### config.mk
export PLATFORM = sky130hd
export DESIGN_NAME = pcm_frame_deinterleaver_top
export DESIGN_NICKNAME = d
export VERILOG_FILES = /design/src/rtl/pfd_pkg.sv /design/src/rtl/pfd_in_stage.sv /design/src/rtl/pfd_unpack.sv /design/src/rtl/pfd_out_stage.sv /design/src/rtl/pcm_frame_deinterleaver_top.sv
export SDC_FILE = /design/constraint.sdc
export NUM_CORES = 1
export LEC_CHECK = 0
export BUFFER_PORTS_ARGS = -buffer_cell sky130_fd_sc_hd__buf_2
export CAP_MARGIN = 0
export CELL_PAD_IN_SITES_DETAIL_PLACEMENT = 1
export CELL_PAD_IN_SITES_GLOBAL_PLACEMENT = 1
export CORE_ASPECT_RATIO = 1.1
export CORE_UTILIZATION = 49
export CTS_CLUSTER_DIAMETER = 60
export CTS_CLUSTER_SIZE = 14
export DETAILED_ROUTE_END_ITERATION = 10
export PLACE_DENSITY_LB_ADDON = 0.15
export SETUP_SLACK_MARGIN = 0.02
export SYNTH_ARGS = -nofsm -noshare
export SYNTH_HDL_FRONTEND = slang
export SYNTH_SLANG_ARGS = --single-unit
### constraint.sdc
create_clock -name clk -period 14 [get_ports clk]
set_input_delay 1.4 -clock clk [delete_from_list [all_inputs] [get_ports clk]]
set_output_delay 1.4 -clock clk [all_outputs]
set_load 0.05 [all_outputs]
### src/rtl/pfd_pkg.sv
`timescale 1ns / 1ps
// ----------------------------------------------------------------------------
// PCM frame deinterleaver package
// Shared types and constants for the interleaved PCM to stereo unpacker.
// ----------------------------------------------------------------------------
package pfd_pkg;

  // Configuration port geometry.
  localparam int CFG_INDEX_W = 1;
  localparam int CFG_DATA_W  = 8;

  // Register indexes on the configuration port.
  localparam logic [CFG_INDEX_W-1:0] CFG_SAMPLE_BYTES  = 1'b0;
  localparam logic [CFG_INDEX_W-1:0] CFG_CHANNEL_COUNT = 1'b1;

  // Register reset values.
  localparam logic [2:0] SAMPLE_BYTES_RESET  = 3'd2;
  localparam logic [7:0] CHANNEL_COUNT_RESET = 8'd2;

  // Sample size limits.
  localparam logic [2:0] SAMPLE_BYTES_MIN = 3'd1;
  localparam logic [2:0] SAMPLE_BYTES_MAX = 3'd4;
  localparam logic [1:0] TOP_LANE         = 2'd3;

  // One input word.
  typedef struct packed {
    logic [7:0] data_byte;
    logic       buffer_end;
  } pfd_item_t;

  // One stereo result.
  typedef struct packed {
    logic [31:0] right_sample;
    logic [31:0] left_sample;
    logic        last_frame;
  } pfd_result_t;

  // Result hand-off from the unpack logic to the output register.
  typedef struct packed {
    logic        valid;
    pfd_result_t result;
  } pfd_res_bus_t;

endpackage

### src/rtl/pfd_in_stage.sv
`timescale 1ns / 1ps
// ----------------------------------------------------------------------------
// PCM frame deinterleaver input register
// Holds one accepted word until the unpack logic consumes it.
// ----------------------------------------------------------------------------
module pfd_in_stage (
  input  logic               clk,
  input  logic               rst_n,
  input  logic               in_valid,
  output logic               in_stall,
  input  pfd_pkg::pfd_item_t in_item,
  input  logic               advance,
  output logic               item_valid,
  output pfd_pkg::pfd_item_t item
);
  import pfd_pkg::*;

  logic      valid_r, valid_nxt;
  pfd_item_t item_r;
  logic      accept;

  // A held word blocks the input until it moves on.
  assign in_stall = valid_r && !advance;
  assign accept   = in_valid && !in_stall;

  // Occupancy of the input register.
  always_comb begin
    if (accept) begin
      valid_nxt = 1'b1;
    end else if (advance) begin
      valid_nxt = 1'b0;
    end else begin
      valid_nxt = valid_r;
    end
  end

  always_ff @(posedge clk) begin
    if (!rst_n) begin
      valid_r <= 1'b0;
    end else begin
      valid_r <= valid_nxt;
    end
  end

  // Payload needs no reset.
  always_ff @(posedge clk) begin
    if (accept) begin
      item_r <= in_item;
    end
  end

  assign item_valid = valid_r;
  assign item       = item_r;

endmodule

### src/rtl/pfd_unpack.sv
`timescale 1ns / 1ps
// ----------------------------------------------------------------------------
// PCM frame deinterleaver unpack logic
// Places each byte into its channel word and tracks byte and channel counts.
// ----------------------------------------------------------------------------
module pfd_unpack (
  input  logic                 clk,
  input  logic                 rst_n,
  input  logic [2:0]           sample_bytes,
  input  logic [7:0]           channel_count,
  input  logic                 item_valid,
  input  pfd_pkg::pfd_item_t   item,
  input  logic                 out_ready,
  output logic                 advance,
  output pfd_pkg::pfd_res_bus_t res
);
  import pfd_pkg::*;

  logic [1:0]  byte_pos_r, byte_pos_nxt;
  logic [7:0]  chan_pos_r, chan_pos_nxt;
  logic [31:0] first_word_r, first_word_nxt;
  logic [31:0] second_word_r, second_word_nxt;

  logic [2:0]  sb_eff;
  logic [7:0]  cc_eff;
  logic [2:0]  lane_sum;
  logic [1:0]  lane;
  logic [31:0] byte_word;
  logic [31:0] lane_mask;
  logic [31:0] placed_first;
  logic [31:0] placed_second;
  logic        sample_done;
  logic        frame_done;

  // Out-of-range settings fold to the nearest legal value.
  always_comb begin
    if (sample_bytes < SAMPLE_BYTES_MIN) begin
      sb_eff = SAMPLE_BYTES_MIN;
    end else if (sample_bytes > SAMPLE_BYTES_MAX) begin
      sb_eff = SAMPLE_BYTES_MAX;
    end else begin
      sb_eff = sample_bytes;
    end
    cc_eff = (channel_count == 8'd0) ? 8'd1 : channel_count;
  end

  // Byte lane for left justification; lanes past the top clamp to the top.
  assign lane_sum  = {1'b0, byte_pos_r} + 3'd4 - sb_eff;
  assign lane      = (lane_sum > {1'b0, TOP_LANE}) ? TOP_LANE : lane_sum[1:0];
  assign byte_word = {24'd0, item.data_byte} << {lane, 3'b000};
  assign lane_mask = 32'h0000_00FF << {lane, 3'b000};

  // The first byte of a sample clears the other lanes.
  assign placed_first  = (byte_pos_r == 2'd0) ? byte_word
                                               : ((first_word_r & ~lane_mask) | byte_word);
  assign placed_second = (byte_pos_r == 2'd0) ? byte_word
                                               : ((second_word_r & ~lane_mask) | byte_word);

  assign sample_done = ({1'b0, byte_pos_r} >= (sb_eff - 3'd1));
  assign frame_done  = sample_done && (chan_pos_r >= (cc_eff - 8'd1));

  // A word without a result never waits on the output side.
  assign advance = item_valid && (!frame_done || out_ready);

  // Next state for the counters and channel words.
  always_comb begin
    first_word_nxt  = first_word_r;
    second_word_nxt = second_word_r;
    if (chan_pos_r == 8'd0) begin
      first_word_nxt = placed_first;
    end else if (chan_pos_r == 8'd1) begin
      second_word_nxt = placed_second;
    end

    if (sample_done) begin
      byte_pos_nxt = 2'd0;
      chan_pos_nxt = frame_done ? 8'd0 : (chan_pos_r + 8'd1);
    end else begin
      byte_pos_nxt = byte_pos_r + 2'd1;
      chan_pos_nxt = chan_pos_r;
    end

    // Buffer end drops any partial frame.
    if (item.buffer_end) begin
      byte_pos_nxt = 2'd0;
      chan_pos_nxt = 8'd0;
    end
  end

  always_ff @(posedge clk) begin
    if (!rst_n) begin
      byte_pos_r    <= 2'd0;
      chan_pos_r    <= 8'd0;
      first_word_r  <= 32'd0;
      second_word_r <= 32'd0;
    end else if (advance) begin
      byte_pos_r    <= byte_pos_nxt;
      chan_pos_r    <= chan_pos_nxt;
      first_word_r  <= first_word_nxt;
      second_word_r <= second_word_nxt;
    end
  end

  // Result for a completed frame; mono copies the first channel.
  always_comb begin
    res.valid               = advance && frame_done;
    res.result.right_sample = first_word_nxt;
    res.result.left_sample  = (cc_eff == 8'd1) ? first_word_nxt : second_word_nxt;
    res.result.last_frame   = item.buffer_end;
  end

endmodule

### src/rtl/pfd_out_stage.sv
`timescale 1ns / 1ps
// ----------------------------------------------------------------------------
// PCM frame deinterleaver output register
// Holds one stereo word until the downstream side takes it.
// ----------------------------------------------------------------------------
module pfd_out_stage (
  input  logic                  clk,
  input  logic                  rst_n,
  input  pfd_pkg::pfd_res_bus_t res,
  output logic                  out_ready,
  output logic                  out_valid,
  input  logic                  out_stall,
  output pfd_pkg::pfd_result_t  out_result
);
  import pfd_pkg::*;

  logic        valid_r, valid_nxt;
  pfd_result_t result_r;

  // Room for a new word when empty or when the held one leaves now.
  assign out_ready = !valid_r || !out_stall;

  always_comb begin
    if (res.valid) begin
      valid_nxt = 1'b1;
    end else if (!out_stall) begin
      valid_nxt = 1'b0;
    end else begin
      valid_nxt = valid_r;
    end
  end

  always_ff @(posedge clk) begin
    if (!rst_n) begin
      valid_r <= 1'b0;
    end else begin
      valid_r <= valid_nxt;
    end
  end

  always_ff @(posedge clk) begin
    if (res.valid) begin
      result_r <= res.result;
    end
  end

  assign out_valid  = valid_r;
  assign out_result = result_r;

endmodule

### src/rtl/pcm_frame_deinterleaver_top.sv
`timescale 1ns / 1ps
// ----------------------------------------------------------------------------
// PCM frame deinterleaver
// Unpacks an interleaved little-endian PCM byte stream into left-justified
// stereo words, one word per completed frame.
// ----------------------------------------------------------------------------
//  Port group  Direction  Handshake          Word
//  in_         input      in_valid/in_stall  data_byte, buffer_end
//  out_        output     out_valid/out_stall right_sample, left_sample,
//                                            last_frame
//  cfg_        input      cfg_we             sample_bytes, channel_count
//
//  One byte is taken every cycle while no frame-completing byte waits on a
//  stalled output; the rate is set by the single unpack step between the
//  input register and the output register. out_valid rises once the byte
//  completing a frame has passed the unpack logic into the output register.
//  Reset is synchronous, clears the counters and channel words and returns
//  the settings to their defaults.
//  While a result waits under out_stall, bytes that complete no frame still
//  flow; a byte that completes a frame waits for the output register.
// ----------------------------------------------------------------------------
module pcm_frame_deinterleaver_top (
  input  logic                             clk,
  input  logic                             rst_n,
  input  logic                             in_valid,
  output logic                             in_stall,
  input  logic [7:0]                       in_data_byte,
  input  logic                             in_buffer_end,
  output logic                             out_valid,
  input  logic                             out_stall,
  output logic [31:0]                      out_right_sample,
  output logic [31:0]                      out_left_sample,
  output logic                             out_last_frame,
  input  logic                             cfg_we,
  input  logic [pfd_pkg::CFG_INDEX_W-1:0]  cfg_index,
  input  logic [pfd_pkg::CFG_DATA_W-1:0]   cfg_data
);
  import pfd_pkg::*;

  logic [2:0]   sample_bytes_r;
  logic [7:0]   channel_count_r;
  pfd_item_t    in_item;
  pfd_item_t    item;
  logic         item_valid;
  logic         advance;
  logic         out_ready;
  pfd_res_bus_t res;
  pfd_result_t  out_result;

  // Configuration registers.
  always_ff @(posedge clk) begin
    if (!rst_n) begin
      sample_bytes_r  <= SAMPLE_BYTES_RESET;
      channel_count_r <= CHANNEL_COUNT_RESET;
    end else if (cfg_we) begin
      case (cfg_index)
        CFG_SAMPLE_BYTES:  sample_bytes_r  <= cfg_data[2:0];
        CFG_CHANNEL_COUNT: channel_count_r <= cfg_data[7:0];
        default: ;
      endcase
    end
  end

  assign in_item.data_byte  = in_data_byte;
  assign in_item.buffer_end = in_buffer_end;

  pfd_in_stage u_in_stage (
    .clk        (clk),
    .rst_n      (rst_n),
    .in_valid   (in_valid),
    .in_stall   (in_stall),
    .in_item    (in_item),
    .advance    (advance),
    .item_valid (item_valid),
    .item       (item)
  );

  pfd_unpack u_unpack (
    .clk           (clk),
    .rst_n         (rst_n),
    .sample_bytes  (sample_bytes_r),
    .channel_count (channel_count_r),
    .item_valid    (item_valid),
    .item          (item),
    .out_ready     (out_ready),
    .advance       (advance),
    .res           (res)
  );

  pfd_out_stage u_out_stage (
    .clk        (clk),
    .rst_n      (rst_n),
    .res        (res),
    .out_ready  (out_ready),
    .out_valid  (out_valid),
    .out_stall  (out_stall),
    .out_result (out_result)
  );

  assign out_right_sample = out_result.right_sample;
  assign out_left_sample  = out_result.left_sample;
  assign out_last_frame   = out_result.last_frame;

endmodule

== After elaboration in Yosys (flattened, before gate mapping) ==
Cells that the tools add are included.

* ROM bits: 0
* Latch bits: 0
* Memory bits (writable): 0
* Register bits after elaboration: 161
* Bits of input ports: 23
* Word-level logic and storage cells: 74
* Memories kept: 0
* Output and inout bits: 67

* Add/sub/neg operators: 6
* Shift-type cells: 2
* Eq/ne operators: 3
* Divide/modulo/power cells: 0
* Bitwise gates (word level): 6
* Order comparisons: 5
* Reductions and logical operators: 20
* $mul: 0
* Mux-type cells: 19

{| class="wikitable"
|+ Operators by type and width
! operator !! count
|-
| $mux W32 || 6
|-
| $and A32 B32 Y32 || 2
|-
| $or A32 B32 Y32 || 2
|-
| $mux W8 || 4
|-
| $not A32 Y32 || 1
|-
| $shl A8 B5 Y32 || 1
|-
| $shl A8 B5 Y32 const A || 1
|-
| $eq A8 B1 Y1 const B || 2
|-
| $logic_not A8 Y1 || 2
|-
| $add A8 B1 Y8 const B || 1
|-
| $ge A8 B8 Y1 || 1
|-
| $sub A8 B1 Y8 const B || 1
|-
| $mux W2 || 3
|-
| $mux W3 || 2
|-
| $reduce_and A2 Y1 || 3
|-
| $logic_and A1 B1 Y1 || 5
|-
| $logic_not A1 Y1 || 5
|-
| $mux W1 || 4
|-
| $reduce_bool A2 Y1 || 2
|-
| $add A2 B3 Y3 const B || 1
|-
| $ge A2 B3 Y1 || 1
|-
| $gt A3 B2 Y1 const B || 1
|-
| $gt A3 B3 Y1 const B || 1
|-
| $lt A3 B1 Y1 const B || 1
|-
| 7 further kinds || 8
|}

== Logic depth before layout (Yosys ltp) ==
Gate-level depths: netlist of the first run.

* Depth in word-level cells: 14
* Depth in mapped cells: 17
* Mapped depth without buffers: 15

== By module ==
A second synthesis of the first run with hierarchy kept.

* Cells, all modules: 646
* Area, all modules: 7608.5 µm²

{| class="wikitable"
|+ Modules (own cells, without submodules)
! module !! times used !! cells each !! area each (µm²) !! sequential area each (µm²)
|-
| pfd_unpack || 1 || 515 || 4858.4 || 1481.4
|-
| pfd_out_stage || 1 || 69 || 1986.9 || 1971.9
|-
| pcm_frame_deinterleaver_top || 1 || 49 || 445.4 || 220.2
|-
| pfd_in_stage || 1 || 13 || 317.8 || 290.3
|}

== Worst setup path after synthesis of the first run ==
Ideal clock, no wire load.

* Path kind: reg-to-reg
* Start point: register channel_count_r[3]
* End point: register u_out_stage.result_r, in the netlist u_out_stage.out_result[0], enable pin
* Path slack: 7487 ps
* Arrival time: 6004 ps
* Setup time: 510 ps
* Path buffers: 0
* Stages on the path, launching flop included: 15
* Clock period less this slack: 6513 ps
* Data required time: 13490 ps
* Path through: dfxtp_1 > or4_1 > nor3_1 > a21o_1 > inv_1 > ha_1 > nand2b_1 > nor4_1 > xnor2_1 > ha_1 > nand4_1 > a2111oi_4 > or2_2 > nand2_1 > a21oi_1

{| class="wikitable"
|+ RTL lines
! element !! line !! text
|-
| start, declared || pcm_frame_deinterleaver_top.sv:41 || <nowiki>logic [7:0] channel_count_r;</nowiki>
|-
| start signal, assigned || pcm_frame_deinterleaver_top.sv:58 || <nowiki>CFG_CHANNEL_COUNT: channel_count_r <= cfg_data[7:0];</nowiki>
|-
| end signal, assigned || pfd_out_stage.sv:43 || <nowiki>result_r <= res.result;</nowiki>
|-
| end, declared || pfd_out_stage.sv:18 || <nowiki>pfd_result_t result_r;</nowiki>
|}

== Worst setup path in the final report of the first run ==
* Start point: register channel_count_r[3]
* End point: output port in_stall

* Cells in the longest elaborated chain, start to end: 10

{| class="wikitable"
|+ RTL lines
! element !! line !! text
|-
| $logic_not A8 Y1 || pfd_unpack.sv:44 || <nowiki>cc_eff = (channel_count == 8'd0) ? 8'd1 : channel_count;</nowiki>
|-
| $mux W8 * || pfd_unpack.sv:44 ||
|-
| $sub A8 B1 Y8 * || pfd_unpack.sv:60 || <nowiki>assign frame_done = sample_done && (chan_pos_r >= (cc_eff - 8'd1));</nowiki>
|-
| $ge A8 B8 Y1 * || pfd_unpack.sv:60 ||
|-
| $logic_and A1 B1 Y1 * || pfd_unpack.sv:60 ||
|-
| $logic_not A1 Y1 * || pfd_unpack.sv:63 || <nowiki>assign advance = item_valid && (!frame_done || out_ready);</nowiki>
|-
| $logic_or A1 B1 Y1 * || pfd_unpack.sv:63 ||
|-
| $logic_and A1 B1 Y1 * || pfd_unpack.sv:63 ||
|-
| $logic_not A1 Y1 * || pfd_in_stage.sv:23 || <nowiki>assign in_stall = valid_r && !advance;</nowiki>
|-
| $logic_and A1 B1 Y1 * || pfd_in_stage.sv:23 ||
|-
| end, declared || pcm_frame_deinterleaver_top.sv:26 || <nowiki>output logic in_stall,</nowiki>
|}

Every way passes the cells marked *; elsewhere a longest branch is shown, timed or not.

==> results_dict.tcl, run 1 <==
set metrics [dict create \
    grt_pass1_wl_mm 28.6 \
    yosys.area.top_type "edfxtp_1" \
    cts_sinks 161 \
    fin_crit_sh_pct 38.9 \
    initial_utilization_pct 50.1 \
    outcome "finished, final reports clean" \
    wl_per_cell_um 19.1 \
    routed_wirelength_mm 17.8 \
    pre_cts_ws_ns 8.98 \
    cts_tree "done" \
    fmax_mhz 184 \
    nets 769 \
    crit_top_cell "ha_1" \
    first_iter_violations 316 \
    core_sq_mm 0.0144 \
    cap_viol_max_count 0 \
    avgViaCountPerCell 5.74 \
    end_kind "primary output" \
    cp_max_fo 6 \
    antenna_found_initial 0 \
    die_y_um 129 \
    fin_cells 932 \
    p_leak_uw 0.00332 \
    finalSetupTns_ns 0 \
    hold_violations 0 \
    grt_usage_pct 24.4 \
    synth.top_cells.by_count "dfxtp_1, edfxtp_1, nand2_1" \
    worst_ep_arrival_time_ns 4.04 \
    ant_nets 0 \
    critical_path_class "flip-flop to primary output" \
    dp_cells 900 \
    yosysMostFrequentCell "dfxtp_1" \
    placed_area_sq_mm 0.00775 \
    finalWorstSetupSlack_ns 8.56 \
    startpoint_type "flip-flop" \
    h-tree-depth 4 \
    clkTransAtPathRegs_ns 0.06 \
    finalClockSkew_ns 0.00585 \
    fin_area_sq_mm 0.00828 \
    synth_top_area_share_pct 30.8 \
    grt_remaining_overflow 0 \
    diodes 0 \
    slowest_stage "or4_1" \
    root_buffer "clkbuf_16" \
    rows 46 \
    required_ns 12.60 \
    tightest_slew_ns 1.13 \
    netlist_area_sq_mm 0.00721 \
    clockBufferDepth 2 \
    hold_class "flip-flop to flip-flop" \
    routabilityCongestion 0.778 \
    synth_area_leaders "edfxtp_1, dfxtp_1, mux2i_1, a22o_1, nor2b_1" \
    path_cells "or4_1 > nor3_1 > a21o_1 > inv_1 > ha_1 > nand2b_1 > nor4_1 > xnor2_1 > ha_1 > nand4_1 > a2111oi_4 > or2_2 > and4_1 > buf_2" \
    peakVddDrop_mv 0.0664 \
    maxSlewViolCount 0 \
    postSynthCellCount 655 \
    die_area_sq_mm 0.0152 \
    p_per_area_mw_per_mm2 125 \
    post_cts_buffers 0 \
    cts-buffers-inserted 17 \
    synth_edf_count 74 \
    seq_area_frac_synth_pct 55.0 \
    drc 0 \
    hold_buffers 0 \
    synth_nets 697 \
    async_flop_share_pct 0 \
    cpPeakStageDelay_ns 0.57 \
    dpl.hpwl_mm 12.0 \
    timing.slew.headroom_pct 24.1 \
    cts.repair.resized 0 \
    yosysWarnings 0 \
    grt_max_degree 91 \
    synth-seq-cells 161 \
    syn_avg_cell_area_sq_um 11.0 \
    ys_types 56 \
    rsz0062_at_grt "no" \
    syn2layout_area_growth_pct 14.9 \
    min_period_ns 5.44 \
    clkLatencyLatePin_ns 0.42 \
    drive_gt1_share_pct 20.3 \
    die_w_um 118 \
    synth_ff_type "dfxtp_1" \
    vias 5346 \
    finalSetupViolCount 0 \
    firstDrtPassIters 5 \
    grt_pass1_vias 5411 \
    io_buffer_count 89 \
    ioPinCount 90 \
]
sequential cells by signal, summed over array words and instances, names as in the netlist:
name and count:
u_in_stage.item 9, u_unpack.second_word_r 32, u_out_stage.out_result 65, u_out_stage.out_valid 1, u_unpack.byte_pos_r 2, channel_count_r 8, sample_bytes_r 3, u_unpack.first_word_r 32
u_unpack.chan_pos_r 8, u_in_stage.item_valid 1
worst paths after layout:
path,start,endpoint,slack [ns],cells after the start
max,channel_count_r[3]$_SDFFE_PN0P_,in_stall,8.56,14
min,u_unpack.second_word_r[23]$_SDFFE_PN0P_,u_unpack.second_word_r[23]$_SDFFE_PN0P_,0.47,2
max reg2reg,channel_count_r[3]$_SDFFE_PN0P_,u_out_stage.out_result[14]$_DFFE_PP_,9.06,15
min reg2reg,u_unpack.second_word_r[23]$_SDFFE_PN0P_,u_unpack.second_word_r[23]$_SDFFE_PN0P_,0.47,2
stage by stage:
step | hold WS (ns) | total power, uW | utilization (%)
floorplan | 0.448 | 602 | -
CTS | 0.472 | 1040 | 57.5
finish | 0.475 | 1040 | 57.5
global placement | 0.460 | 625 | 53.9
detailed placement | 0.461 | 632 | 53.9
global route | 0.492 | 1070 | 57.5
cell usage in the layout, fill, tap and decap left out, types with 10 or more instances in the layout:
master,netlist,final
a21boi_0,10,10
a21oi_1,40,39
a22o_1,32,32
a22oi_1,32,32
buf_2,10,89
clkbuf_16,0,17
dfxtp_1,87,87
edfxtp_1,74,74
ha_1,18,18
inv_1,12,12
mux2i_1,34,34
nand2_1,63,62
nand3_1,13,13
nor2_1,42,42
nor2b_1,41,41
o22ai_1,32,32
power breakdown:
part / internal, uW / switching (uW) / total [uW]
logic: 39.9 / 68.9 / 109
clock network: 235 / 180 / 415
registers: 503 / 11.2 / 514
layout make-up:
type                       count  area, sq um
fill                        1566         6110
sequential                   161         3960
multi-input combinational    443         3040
clock buffer                  23          468
timing repair buffer          92          468
tap                          192          240
clock inverter                 9         58.8
inverter                      12         45.0
kinds of logic after synthesis:
group	synth area share (%)
xor+xnor	1.34
simple gates	14.4
compound gates	17.8
fa+ha+maj	3.40
flops	55.0
buf+inv	3.19
mux	4.88
metal layers:
metal	vias to the layer above	GRT usage, %	part of all wire [%]	wire (um)
met3	24	5.24	4.3	769
li1	2553	-	-	-
met4	0	9.65	1.9	339
met5	-	0	0	0
met2	150	42.3	52	9160
met1	2619	29.8	42	7510
worst max-delay path: cells and delay by family (launching register included):
kind	cells	cell delay [ns]
AND/OR/NAND/NOR	7	1.59
AO/OA/AOI/OAI	2	0.68
adder cells (fa/ha/maj)	2	0.51
flip-flops	1	0.36
buffers and inverters	2	0.35
XOR/XNOR	1	0.13
Note: power is estimated with default switching activity, not from simulation.
==> run 2, diff against run 1 <==
--- a/config.mk
+++ b/config.mk
@@ -10,7 +10,7 @@
 export CELL_PAD_IN_SITES_DETAIL_PLACEMENT = 1
 export CELL_PAD_IN_SITES_GLOBAL_PLACEMENT = 1
 export CORE_ASPECT_RATIO = 1.1
-export CORE_UTILIZATION = 49
+export CORE_UTILIZATION = 46
 export CTS_CLUSTER_DIAMETER = 60
 export CTS_CLUSTER_SIZE = 14
 export DETAILED_ROUTE_END_ITERATION = 10
==> constraint.sdc (replaced) <==
create_clock -name clk -period 5.1 [get_ports clk]
set_input_delay 0.51 -clock clk [delete_from_list [all_inputs] [get_ports clk]]
set_output_delay 0.51 -clock clk [all_outputs]
set_load 0.05 [all_outputs]
==> results_dict.tcl, run 2 (synthesized netlist as in run 1, its figures left out) <==
set metrics [dict create \
    cp.depth 14 \
    endpoint "in_stall" \
    first_iter_violations 286 \
    grt_pass1_wl_mm 29.8 \
    routabilityCongestion 0.773 \
    cts-buffers-inserted 17 \
    initial_utilization_pct 47.5 \
    worst_ep_arrival_time_ns 4.16 \
    min_period_ns 4.67 \
    peakVddDrop_mv 0.226 \
    cpPeakStageDelay_ns 0.58 \
    die_area_sq_mm 0.0162 \
    root_buffer "clkbuf_16" \
    path_cells "or4_1 > nor3_1 > a21o_1 > inv_1 > ha_1 > nand2b_1 > nor2_1 > xnor2_1 > ha_1 > nand4_1 > a2111oi_4 > or2_2 > and4_1 > buf_2" \
    clockBufferDepth 2 \
    startpoint_type "flip-flop" \
    io_buffer_count 89 \
    drc 0 \
    finalWorstSetupSlack_ns 0.433 \
    regArea_sq_mm 0.00396 \
    nets 771 \
    fin_crit_sh_pct 91.5 \
    hold_violations 0 \
    ant_nets 0 \
    maxSlewViolCount 0 \
    cap_viol_max_count 0 \
    drive_gt1_share_pct 20.2 \
    rsz0062_at_grt "no" \
    slowest_stage "or4_1" \
    grt_remaining_overflow 0 \
    wl_per_cell_um 19.6 \
    grt_max_degree 90 \
    rr_endpoint "u_unpack.second_word_r[16]$_SDFFE_PN0P_" \
    core_sq_mm 0.0152 \
    outcome "finished, final reports clean" \
    rr_startpoint "channel_count_r[3]$_SDFFE_PN0P_" \
    dpl.hpwl_mm 12.6 \
    final_common_cell "buf_2" \
    vias 5405 \
    cts_tree "done" \
    reg2reg_slack_ns 0.79 \
    post_cts_buffers 0 \
    die_y_um 133 \
    avgViaCountPerCell 5.76 \
    antenna_found_initial 0 \
    cts_sinks 161 \
    crit_top_cell "ha_1" \
    finalSetupViolCount 0 \
    ioPinCount 90 \
    syn2layout_area_growth_pct 15.7 \
    p_per_area_mw_per_mm2 351 \
    clkTransAtPathRegs_ns 0.06 \
    worstPathBufferInverterCount 2 \
    die_w_um 121 \
    cts.repair.resized 0 \
    routed_wirelength_mm 18.4 \
    multi_input_area_sq_mm 0.00304 \
    rows 47 \
    finalClockSkew_ns 0.0104 \
    critical_path_class "flip-flop to primary output" \
    fmax_mhz 214 \
    largest_reg_flops 65 \
    end_kind "primary output" \
    timing.slew.headroom_pct 22.2 \
    grt_usage_pct 24.0 \
    hold_buffers 0 \
    cp_max_fo 6 \
    crit_start "channel_count_r[3]$_SDFFE_PN0P_" \
    pre_cts_ws_ns 0.845 \
    p_leak_uw 0.00335 \
    r2r.worst_path.cells 14 \
    grt_pass1_vias 5612 \
    finalSetupTns_ns 0 \
    path_delay_family "simple AND/OR/NAND/NOR gates" \
    fillers 1649 \
    h-tree-depth 4 \
    final_util_pct 55.0 \
    diodes 0 \
    layout_common_cells "buf_2, dfxtp_1, edfxtp_1, nand2_1, nor2_1" \
    hold_class "input pin to flip-flop" \
    required_ns 4.59 \
    firstDrtPassIters 4 \
    tightest_slew_ns 1.16 \
    clkLatencyLatePin_ns 0.43 \
]
==> run 2: cell types whose count changed in the layout (fill, tap and decap cells not counted), sizes merged <==
| cell | previous run | this run |
|---|---|---|
| buf | 92 | 94 |
| clkinv | 6 | 10 |
| clkbuf | 23 | 19 |
| clkinvlp | 2 | 1 |
| inv | 13 | 12 |
| bufinv | 0 | 2 |
==> run 2: worst min path at each step <==
stage	from	end	cells after the start
finish	in_buffer_end	u_in_stage.item[0]$_DFFE_PP_	1
global route	in_data_byte[1]	u_in_stage.item[2]$_DFFE_PP_	1
CTS	in_data_byte[1]	u_in_stage.item[2]$_DFFE_PP_	1
detailed placement	u_unpack.second_word_r[21]$_SDFFE_PN0P_	u_unpack.second_word_r[21]$_SDFFE_PN0P_	2
global placement	u_unpack.second_word_r[19]$_SDFFE_PN0P_	u_unpack.second_word_r[19]$_SDFFE_PN0P_	2
floorplan	u_unpack.second_word_r[24]$_SDFFE_PN0P_	u_unpack.second_word_r[24]$_SDFFE_PN0P_	2
==> run 2: worst reg2reg max path, stage by stage, from the launching register on <==
cell,delay (ns)
dfxtp_1,0.36
or4_1,0.58
nor3_1,0.27
a21o_1,0.20
inv_1,0.07
ha_1,0.21
xnor2_1,0.13
ha_1,0.29
and3_1,0.19
o21ai_1,0.27
a21oi_1,0.18
o21ai_4,0.41
buf_4,0.31
nor2b_1,0.53
o22ai_1,0.15
==> run 2: layout make-up <==
cell class | count | area share, %
multi-input cells | 443 | 36.4
clock buffers | 19 | 5.19
flip-flops and latches | 161 | 47.5
inverters | 12 | 0.540
well taps | 196 | 2.94
repair buffers | 94 | 5.94
clock inverters | 13 | 1.44
==> run 2: layer usage <==
| metal | global-route usage, % | routed length, um |
|---|---|---|
| met5 | 0 | 0 |
| met4 | 8.02 | 293 |
| met2 | 42.1 | 9550 |
| met1 | 29.0 | 7700 |
| met3 | 5.01 | 842 |
==> run 2: stage by stage <==
| stage | cell area [sq um] | total power, uW | hold slack, ns | cells |
|---|---|---|---|---|
| 3_3_place_gp | 7780 | 1720 | 0.461 | 906 |
| 4_1_cts | 8340 | 2940 | 0.246 | 938 |
| 2_1_floorplan | 7210 | 1650 | 0.448 | 655 |
| 3_5_place_dp | 7780 | 1740 | 0.464 | 906 |
| 5_1_grt | 8340 | 3020 | 0.245 | 938 |
| 6_report | 8340 | 2920 | 0.259 | 938 |
==> run 2: power by group <==
group          internal, uW  switching, uW  leakage, uW  total (uW)
clock network           710            499     0.000270        1210
registers              1380           31.3      0.00145        1410
logic                   111            191      0.00163         302
==> run 3, diff against run 2 <==
--- a/config.mk
+++ b/config.mk
@@ -14,7 +14,7 @@
 export CTS_CLUSTER_DIAMETER = 60
 export CTS_CLUSTER_SIZE = 14
 export DETAILED_ROUTE_END_ITERATION = 10
-export PLACE_DENSITY_LB_ADDON = 0.15
+export PLACE_DENSITY = 0.86
 export SETUP_SLACK_MARGIN = 0.02
 export SYNTH_ARGS = -nofsm -noshare
 export SYNTH_HDL_FRONTEND = slang
==> results_dict.tcl, run 3 (synthesized netlist as in run 1, its figures left out) <==
set metrics [dict create \
    cts_tree "done" \
    grt_usage_pct 24.0 \
    clkTransAtPathRegs_ns 0.06 \
    grt_max_degree 66 \
    routed_wirelength_mm 18.6 \
    final_common_cell "buf_2" \
    layout_common_cells "buf_2, dfxtp_1, edfxtp_1, nand2_1, nor2_1" \
    worst_ep_arrival_time_ns 4.20 \
    final_util_pct 55.0 \
    hold_violations 0 \
    antenna_found_initial 0 \
    diodes 0 \
    holdWs_ns 0.256 \
    timing.slew.headroom_pct 20.6 \
    finalSetupTns_ns 0 \
    hold_start "in_buffer_end" \
    grt_pass1_wl_mm 29.6 \
    min_period_ns 4.71 \
    largest_reg_flops 65 \
    die_w_um 121 \
    power_uw 2950 \
    dpl.hpwl_mm 12.8 \
    clockBufferDepth 2 \
    firstDrtPassIters 4 \
    root_buffer "clkbuf_16" \
    die_y_um 133 \
    maxSlewViolCount 0 \
    h-tree-depth 4 \
    crit_start "channel_count_r[3]$_SDFFE_PN0P_" \
    tightest_slew_ns 1.19 \
    drc 0 \
    first_iter_violations 292 \
    die_area_sq_mm 0.0162 \
    vias 5466 \
    rows 47 \
    ioPinCount 90 \
    initial_utilization_pct 47.5 \
    cts-buffers-inserted 17 \
    finalSetupViolCount 0 \
    wl_per_cell_um 19.9 \
    critical_path_class "flip-flop to primary output" \
    avgViaCountPerCell 5.83 \
    routabilityCongestion 0.822 \
    rr_startpoint "channel_count_r[3]$_SDFFE_PN0P_" \
    grt_remaining_overflow 0 \
    end_kind "primary output" \
    cts.repair.resized 0 \
    hold_class "input pin to flip-flop" \
    p_per_area_mw_per_mm2 353 \
    grt_pass1_vias 5639 \
    cap_viol_max_count 0 \
    fin_crit_sh_pct 92.4 \
    syn2layout_area_growth_pct 15.8 \
    outcome "finished, final reports clean" \
    cts_sinks 161 \
    post_cts_buffers 0 \
    cp_max_fo 6 \
    nets 770 \
    clkLatencyLatePin_ns 0.43 \
    hold_buffers 0 \
    rsz0062_at_grt "no" \
    required_ns 4.59 \
    p_leak_uw 0.00334 \
    fmax_mhz 212 \
    core_sq_mm 0.0152 \
    drive_gt1_share_pct 20.1 \
    finalClockSkew_ns 0.00808 \
    peakVddDrop_mv 0.211 \
    io_buffer_count 89 \
    startpoint_type "flip-flop" \
    ant_nets 0 \
]
==> run 3: changes by cell type in the layout (fill, tap and decap cells not counted), sizes merged <==
cell,previous run,this run
buf,94,93
clkbuf,19,23
clkinv,10,4
inv,12,13
clkinvlp,1,2
==> run 3: final timing paths <==
path                                                  end  slack [ns]  cells after the start
hold / removal               u_in_stage.item[0]$_DFFE_PP_        0.26                      1
setup reg to reg  u_unpack.second_word_r[20]$_SDFFE_PN0P_        0.83                     14
setup / recovery                                 in_stall        0.39                     14
hold reg to reg    u_unpack.second_word_r[0]$_SDFFE_PN0P_        0.48                      2
==> run 3: report_power, final <==
part	leakage (uW)	internal (uW)	switching [uW]	total, uW
Clock	0.000269	734	504	1240
Sequential	0.00145	1380	31.5	1410
Combinational	0.00163	110	190	300
Total	0.00334	2220	725	2950
==> run 3: metrics by stage <==
stage          cells  cell area [sq um]  worst slack (ns)
2_1_floorplan    655               7210            0.0544
3_3_place_gp     905               7780              1.08
3_5_place_dp     905               7780             0.861
4_1_cts          937               8350             0.370
5_1_grt          937               8350             0.197
6_report         937               8350             0.388
==> run 3: metal layers <==
| layer | routed length (um) | part of all wire, % | track usage, % | vias up |
|---|---|---|---|---|
| met3 | 872 | 4.7 | 5.48 | 40 |
| met1 | 7520 | 40 | 27.9 | 2691 |
| met2 | 9730 | 52 | 42.4 | 167 |
| met4 | 490 | 2.6 | 9.60 | 0 |
| met5 | 0 | 0 | 0 | - |
| li1 | - | - | - | 2568 |
==> run 3: cell type report <==
| cell class | instances | area (sq um) |
|---|---|---|
| sequential | 161 | 3960 |
| inverter | 12 | 45.0 |
| clock buffer | 23 | 458 |
| tap | 196 | 245 |
| fill | 1660 | 6830 |
| multi-input combinational | 443 | 3040 |
| timing repair buffer | 93 | 488 |
| clock inverter | 9 | 110 |
==> run 3: worst max-delay path, stage by stage (launching register included) <==
cell	delay (ns)
dfxtp_1	0.36
or4_1	0.58
nor3_1	0.32
a21o_1	0.22
inv_1	0.06
ha_1	0.21
nand2b_1	0.10
nor4_1	0.07
xnor2_1	0.15
ha_1	0.32
nand4_1	0.19
a2111oi_4	0.47
or2_2	0.20
and4_1	0.25
buf_2	0.28
